`config.mk`:
```
export PLATFORM = sky130hd
export DESIGN_NAME = hex_status_frame_parser_core
export DESIGN_NICKNAME = d
export VERILOG_FILES = /design/src/hw/rtl/hsfp_pkg.sv /design/src/hw/rtl/hsfp_step.sv /design/src/hw/rtl/hex_status_frame_parser_core.sv
export SDC_FILE = /design/constraint.sdc
export NUM_CORES = 1
export LEC_CHECK = 0
export BUFFER_PORTS_ARGS = -buffer_cell sky130_fd_sc_hd__buf_2
export CORE_ASPECT_RATIO = 0.9
export CORE_MARGIN = 5
export CORE_UTILIZATION = 30
export DETAILED_ROUTE_END_ITERATION = 10
export SETUP_SLACK_MARGIN = 0.02
export SYNTH_ARGS = -nofsm -noshare
export SYNTH_HDL_FRONTEND = slang
export SYNTH_HIERARCHICAL = 1
export SYNTH_SLANG_ARGS = --single-unit
```
`constraint.sdc`:
```
create_clock -name clk -period 5.5 [get_ports clk]
set_clock_uncertainty 0.15 [all_clocks]
set_input_delay 1.1 -clock clk [delete_from_list [all_inputs] [get_ports clk]]
set_output_delay 1.1 -clock clk [all_outputs]
set_load 0.02 [all_outputs]
```
`src/hw/rtl/hsfp_pkg.sv`:
```
// Shared types, character codes and the hex digit decoder for the
// status frame parser. No dependencies; used by hsfp_step and the top level.
`default_nettype none

package hsfp_pkg;

    localparam int unsigned BYTE_W   = 8;
    localparam int unsigned MICROS_W = 32;
    localparam int unsigned STATUS_W = 8;
    localparam int unsigned BUTTON_W = 16;
    localparam int unsigned NIBBLE_W = 4;

    // Digits per field and the counter that walks them.
    localparam int unsigned MICROS_DIGITS = MICROS_W / NIBBLE_W;
    localparam int unsigned STATUS_DIGITS = STATUS_W / NIBBLE_W;
    localparam int unsigned BUTTON_DIGITS = BUTTON_W / NIBBLE_W;
    localparam int unsigned DIGIT_CNT_W   = $clog2(MICROS_DIGITS);

    localparam logic [BYTE_W-1:0] CHAR_BANG  = 8'h21;
    localparam logic [BYTE_W-1:0] CHAR_TYPE  = 8'h50;
    localparam logic [BYTE_W-1:0] CHAR_COLON = 8'h3A;
    localparam logic [BYTE_W-1:0] CHAR_SPACE = 8'h20;
    localparam logic [BYTE_W-1:0] CHAR_CR    = 8'h0D;
    localparam logic [BYTE_W-1:0] CHAR_LF    = 8'h0A;

    typedef enum logic [2:0] {
        ST_IDLE,
        ST_TYPE,
        ST_SEP_A,
        ST_MICROS,
        ST_SEP_B,
        ST_STATUS,
        ST_SEP_C,
        ST_BUTTONS
    } parse_state_t;

    typedef logic [DIGIT_CNT_W-1:0] digit_cnt_t;

    typedef struct packed {
        logic                ok;
        logic [NIBBLE_W-1:0] val;
    } hex_digit_t;

    function automatic hex_digit_t hex_decode(input logic [BYTE_W-1:0] c);
        hex_digit_t r;
        r.ok  = 1'b1;
        r.val = c[NIBBLE_W-1:0];
        if (c >= 8'h30 && c <= 8'h39) begin
            r.val = c[NIBBLE_W-1:0];
        end
        else if ((c >= 8'h41 && c <= 8'h46) || (c >= 8'h61 && c <= 8'h66)) begin
            // Letters A..F sit at low nibble 1..6 in both cases.
            r.val = c[NIBBLE_W-1:0] + 4'd9;
        end
        else begin
            r.ok = 1'b0;
        end
        return r;
    endfunction

endpackage

`default_nettype wire

```
`src/hw/rtl/hsfp_step.sv`:
```
// Frame parsing state machine and field accumulators for one word per cycle while step is high.
// Depends on hsfp_pkg.
`default_nettype none

module hsfp_step
    import hsfp_pkg::*;
(
    input  wire logic                clk,
    input  wire logic                rst_n,
    input  wire logic                step,
    input  wire logic [BYTE_W-1:0]   rx_byte,
    input  wire logic                rx_error,
    output logic                     emit,
    output logic [MICROS_W-1:0]      timestamp_micros,
    output logic [STATUS_W-1:0]      status_byte,
    output logic [BUTTON_W-1:0]      button_word
);

    parse_state_t              state_reg, state_next;
    digit_cnt_t                cnt_reg, cnt_next;
    logic [MICROS_W-1:0]       micros_reg, micros_next;
    logic [STATUS_W-1:0]       status_reg, status_next;
    logic [BUTTON_W-1:0]       buttons_reg, buttons_next;

    hex_digit_t digit;
    logic       special;
    logic       line_end;

    assign digit    = hex_decode(rx_byte);
    assign line_end = (rx_byte == CHAR_CR) || (rx_byte == CHAR_LF);
    assign special  = rx_error || (rx_byte == CHAR_BANG) || line_end;

    // Next state.
    always_comb
    begin
        state_next = state_reg;
        cnt_next   = cnt_reg;
        if (rx_error || line_end) begin
            state_next = ST_IDLE;
        end
        else if (rx_byte == CHAR_BANG) begin
            state_next = ST_TYPE;
        end
        else begin
            unique case (state_reg)
                ST_IDLE, ST_TYPE:
                begin
                    if (rx_byte == CHAR_TYPE) begin
                        state_next = ST_SEP_A;
                    end
                end
                ST_SEP_A:
                begin
                    state_next = (rx_byte == CHAR_SPACE) ? ST_MICROS : ST_IDLE;
                    cnt_next   = '0;
                end
                ST_SEP_B:
                begin
                    state_next = (rx_byte == CHAR_COLON) ? ST_STATUS : ST_IDLE;
                    cnt_next   = '0;
                end
                ST_SEP_C:
                begin
                    state_next = (rx_byte == CHAR_COLON) ? ST_BUTTONS : ST_IDLE;
                    cnt_next   = '0;
                end
                ST_MICROS:
                begin
                    cnt_next = cnt_reg + 1'b1;
                    if (!digit.ok) begin
                        state_next = ST_IDLE;
                    end
                    else if (cnt_reg == digit_cnt_t'(MICROS_DIGITS - 1)) begin
                        state_next = ST_SEP_B;
                    end
                end
                ST_STATUS:
                begin
                    cnt_next = cnt_reg + 1'b1;
                    if (!digit.ok) begin
                        state_next = ST_IDLE;
                    end
                    else if (cnt_reg == digit_cnt_t'(STATUS_DIGITS - 1)) begin
                        state_next = ST_SEP_C;
                    end
                end
                ST_BUTTONS:
                begin
                    cnt_next = cnt_reg + 1'b1;
                    if (!digit.ok || cnt_reg == digit_cnt_t'(BUTTON_DIGITS - 1)) begin
                        state_next = ST_IDLE;
                    end
                end
                default:
                begin
                    state_next = ST_IDLE;
                end
            endcase
        end
    end

    // Outputs and accumulators. Digits shift in from the low end, so a full
    // field ends up most significant digit first without any clearing.
    always_comb
    begin
        micros_next  = micros_reg;
        status_next  = status_reg;
        buttons_next = buttons_reg;
        emit         = 1'b0;
        if (!special && digit.ok) begin
            unique case (state_reg)
                ST_MICROS:
                begin
                    micros_next = {micros_reg[MICROS_W-NIBBLE_W-1:0], digit.val};
                end
                ST_STATUS:
                begin
                    status_next = {status_reg[STATUS_W-NIBBLE_W-1:0], digit.val};
                end
                ST_BUTTONS:
                begin
                    buttons_next = {buttons_reg[BUTTON_W-NIBBLE_W-1:0], digit.val};
                    emit = step && (cnt_reg == digit_cnt_t'(BUTTON_DIGITS - 1));
                end
                default:
                begin
                end
            endcase
        end
    end

    assign timestamp_micros = micros_reg;
    assign status_byte      = status_reg;
    assign button_word      = buttons_next;

    always_ff @(posedge clk or negedge rst_n)
    begin
        if (!rst_n) begin
            state_reg <= ST_IDLE;
            cnt_reg   <= '0;
        end
        else if (step) begin
            state_reg <= state_next;
            cnt_reg   <= cnt_next;
        end
    end

    always_ff @(posedge clk)
    begin
        if (step) begin
            micros_reg  <= micros_next;
            status_reg  <= status_next;
            buttons_reg <= buttons_next;
        end
    end

endmodule

`default_nettype wire

```
`src/hw/rtl/hex_status_frame_parser_core.sv`:
```
// Top level of the status frame parser: input register, parse step, result register.
// Depends on hsfp_pkg and hsfp_step.
//
//   channel | handshake           | word
//   --------+---------------------+-------------------------------------------------
//   in      | in_valid / in_ready | rx_byte, rx_error
//   out     | out_valid/out_ready | timestamp_micros, status_byte, button_word
//
// One word is taken every cycle while no result waits for out_ready; the parser works
// on a word while it sits in the input register, so a result is written to the result
// register as its last word leaves the input register.
// The parser state and the result register set the single-cycle loop.
// Reset puts the parser in idle and empties both registers.
// While a result waits for out_ready, one more word is held in the input register.
`default_nettype none

module hex_status_frame_parser_core
    import hsfp_pkg::*;
(
    input  wire logic                clk,
    input  wire logic                rst_n,
    input  wire logic                in_valid,
    output logic                     in_ready,
    input  wire logic [BYTE_W-1:0]   rx_byte,
    input  wire logic                rx_error,
    output logic                     out_valid,
    input  wire logic                out_ready,
    output logic [MICROS_W-1:0]      timestamp_micros,
    output logic [STATUS_W-1:0]      status_byte,
    output logic [BUTTON_W-1:0]      button_word
);

    logic                hold_valid_reg, hold_valid_next;
    logic [BYTE_W-1:0]   hold_byte_reg;
    logic                hold_err_reg;
    logic                out_valid_reg, out_valid_next;
    logic [MICROS_W-1:0] micros_out_reg;
    logic [STATUS_W-1:0] status_out_reg;
    logic [BUTTON_W-1:0] buttons_out_reg;

    logic                advance;
    logic                accept;
    logic                emit;
    logic [MICROS_W-1:0] step_micros;
    logic [STATUS_W-1:0] step_status;
    logic [BUTTON_W-1:0] step_buttons;

    // The held word moves on whenever the result register is free or emptying.
    assign advance  = hold_valid_reg && (!out_valid_reg || out_ready);
    assign in_ready = !hold_valid_reg || advance;
    assign accept   = in_valid && in_ready;

    assign hold_valid_next = accept || (hold_valid_reg && !advance);
    assign out_valid_next  = emit || (out_valid_reg && !out_ready);

    hsfp_step u_step
    (
        .clk              (clk),
        .rst_n            (rst_n),
        .step             (advance),
        .rx_byte          (hold_byte_reg),
        .rx_error         (hold_err_reg),
        .emit             (emit),
        .timestamp_micros (step_micros),
        .status_byte      (step_status),
        .button_word      (step_buttons)
    );

    always_ff @(posedge clk or negedge rst_n)
    begin
        if (!rst_n) begin
            hold_valid_reg <= 1'b0;
            out_valid_reg  <= 1'b0;
        end
        else begin
            hold_valid_reg <= hold_valid_next;
            out_valid_reg  <= out_valid_next;
        end
    end

    always_ff @(posedge clk)
    begin
        if (accept) begin
            hold_byte_reg <= rx_byte;
            hold_err_reg  <= rx_error;
        end
        if (emit) begin
            micros_out_reg  <= step_micros;
            status_out_reg  <= step_status;
            buttons_out_reg <= step_buttons;
        end
    end

    assign out_valid        = out_valid_reg;
    assign timestamp_micros = micros_out_reg;
    assign status_byte      = status_out_reg;
    assign button_word      = buttons_out_reg;

endmodule

`default_nettype wire
```
==> qor.csv <==
metric,value,unit
status,finished clean,
total negative slack,0,ps
Cells after Synth,234,
Crit Path Class,flip-flop to flip-flop,
Ports,71,
"Largest stage delay, worst path",820,ps
final hold vios,0,
vias per cell,4.321,
chip height,129.4,um
CP most frequent cell,buf_4,
Routed WL,7955,um
cell family with most CP delay,simple AND/OR/NAND/NOR gates,
Tmin final,3751,ps
Finish-stage setup viols,0,
antenna-violating nets left,0,
layout cell share with drive strength beyond 1,40.65,%
Placer Congestion,0.8433,
Final Max Tran Viols,0,
CTS root buffer,clkbuf_16,
vias,2329,
Final period util,68.20,%
Core ar.,15490,um^2
worst-margin pin slew,889.3,ps
# rows,43,
area share of the largest cell type after synthesis,76.46,%
maximum VDD drop,237.9,uV
RSZ-0062 raised after global routing,false,
die area,18460,um^2
initial core utilization,30.67,%
clock slew at reported path FFs,60,ps
final setup margin,1749,ps
Area contributors post-synth,"edfxtp_1, dfrtp_1, mux2_4, ha_1, mux2_2",
Hold WC Path Type,flip-flop to flip-flop,
critical path's slowest cell,and3_2,
crit path launch type,flip-flop,
P_leak,0.002050,uW
drt wl/cell,14.76,um
sequential cell area fraction in the yosys report,80.67,%
Chip Width,142.7,um
initial DRC count,133,
P&R area growth vs syn,26.07,%
Required @ worst endpoint,5430,ps
CP max FO,38,
PD cells,380.8,nW/um^2
"area leader, netlist",edfxtp_1,
Post-synth EDFFs,121,
syn_area_per_cell,20.31,um^2
worst slack at placement,1727,ps
Min Hold Slack,273.5,ps
CTS tree,done,
#FFs+latches synth,129,
slew margin rel.,40.71,%
DR DRC count,0,
pin count of the biggest net entering global routing,39,
fin nets,346,
Max-cap violations,0,
Post-CTS Resized,0,
Ys Warns,6,
Synth Flop Type,edfxtp_1,
post-DP HPWL,5428,um
I/O Buffers,70,
CTS buffer count,17,
Mapped Area,4752,um^2
initial antenna violation count,0,
async set-reset flop share out of synthesis,6.202,%
setup bufs post-CTS,0,
multi-input logic area,872.1,um^2
vias in the first global route,2429,
antenna cell count,0,
WP buf/inv,3,
Netlist cell types,45,
first-pass detailed-route iteration total,4,
"Arr. time, crit path",3680,ps
post-synthesis net count,256,
FF/Latch Area,3834,um^2
Worst setup EP type,flip-flop,
CTS Buffer Depth,2,
Achievable Freq,266.6,MHz
# fillers,1428,
gr ovfl total,0,
worst skew pair latency,400,ps
GRT Util Overall,9.111,%
cts hold-fix bufs,0,
crit-path cells,inv_1 -> ha_1 -> mux2_4 -> a31o_1 -> or2_4 -> nor3_4 -> buf_4 -> and3_2 -> buf_4,
H-tree lvl count,4,
CTS Sinks,129,
first-pass GRT wire length,12780,um
Total Power,2281,uW
## final timing paths
path / startpoint / end / slack [ps] / depth (start not counted)
min: u_step/status_byte[5] / status_byte[5] / 270 / 0
min in group asynchronous: rst_n / u_step/cnt_reg[1] / 390 / 1
max reg2reg: hold_byte_reg[0] / timestamp_micros[15] / 1750 / 9
max in group asynchronous: rst_n / u_step/state_reg[1] / 4630 / 1
max: hold_byte_reg[0] / timestamp_micros[15] / 1750 / 9
min reg2reg: u_step/status_byte[5] / status_byte[5] / 270 / 0
## synthesized netlist by cell type (2+ instances only)
library cell,count
clkbuf_1,2
mux2i_1,3
a21o_1,3
edfxtp_1,121
dfrtp_1,8
a32o_1,2
or3b_2,2
nor4b_1,3
mux2_2,9
and2_1,4
nor2_1,4
o21ai_0,4
nor2b_1,3
nand2b_1,6
o211ai_1,2
nand2_1,4
mux2_4,10
inv_1,6
nand4_1,3
xnor2_1,2
ha_1,9
## where the power goes
part / switching (uW) / internal, uW
clock: 435 / 731
combinational: 21.2 / 17.0
sequential: 7.43 / 1070
total: 463 / 1820
## cell usage in the layout, fill, tap and decap left out, types with 5 or more instances in the layout
cell / count
mux2_4: 10
buf_4: 5
clkbuf_16: 17
nand2b_1: 6
dfrtp_1: 8
inv_6: 5
mux2_2: 9
inv_1: 6
edfxtp_1: 121
buf_2: 70
ha_1: 9
## cell type report
class | count | share of cell area, %
multi-input combinational | 95 | 14.56
inverter | 6 | 0.3759
timing repair buffer | 75 | 6.475
tap | 202 | 4.219
clock inverter | 14 | 3.216
sequential | 129 | 63.99
clock buffer | 18 | 7.164
## through the flow
stage          utilization, %  instance area [um^2]  instances
2_1_floorplan               -                  4758        234
3_3_place_gp            34.65                  5369        507
4_1_cts                 38.66                  5991        539
6_report                38.66                  5991        539
3_5_place_dp            34.65                  5369        507
5_1_grt                 38.66                  5991        539
## logic make-up (layout without fill, tap and decap cells)
family          count (synthesis)  in the layout  synth area share [%]
compound gates                 19             19                 2.975
xor+xnor                        2              2                0.3687
fa+ha+maj                       9              9                 2.370
buf+inv                        10            113                 1.290
flops                         129            129                 80.67
mux                            22             22                 5.924
simple gates                   43             43                 6.399
## routing by layer
metal / routed length [um] / track usage [%]
met5: 0 / 0
met3: 538 / 3.358
met2: 3697 / 13.95
met4: 108 / 4.584
met1: 3611 / 11.40
Note: power is estimated with default switching activity, not from simulation.
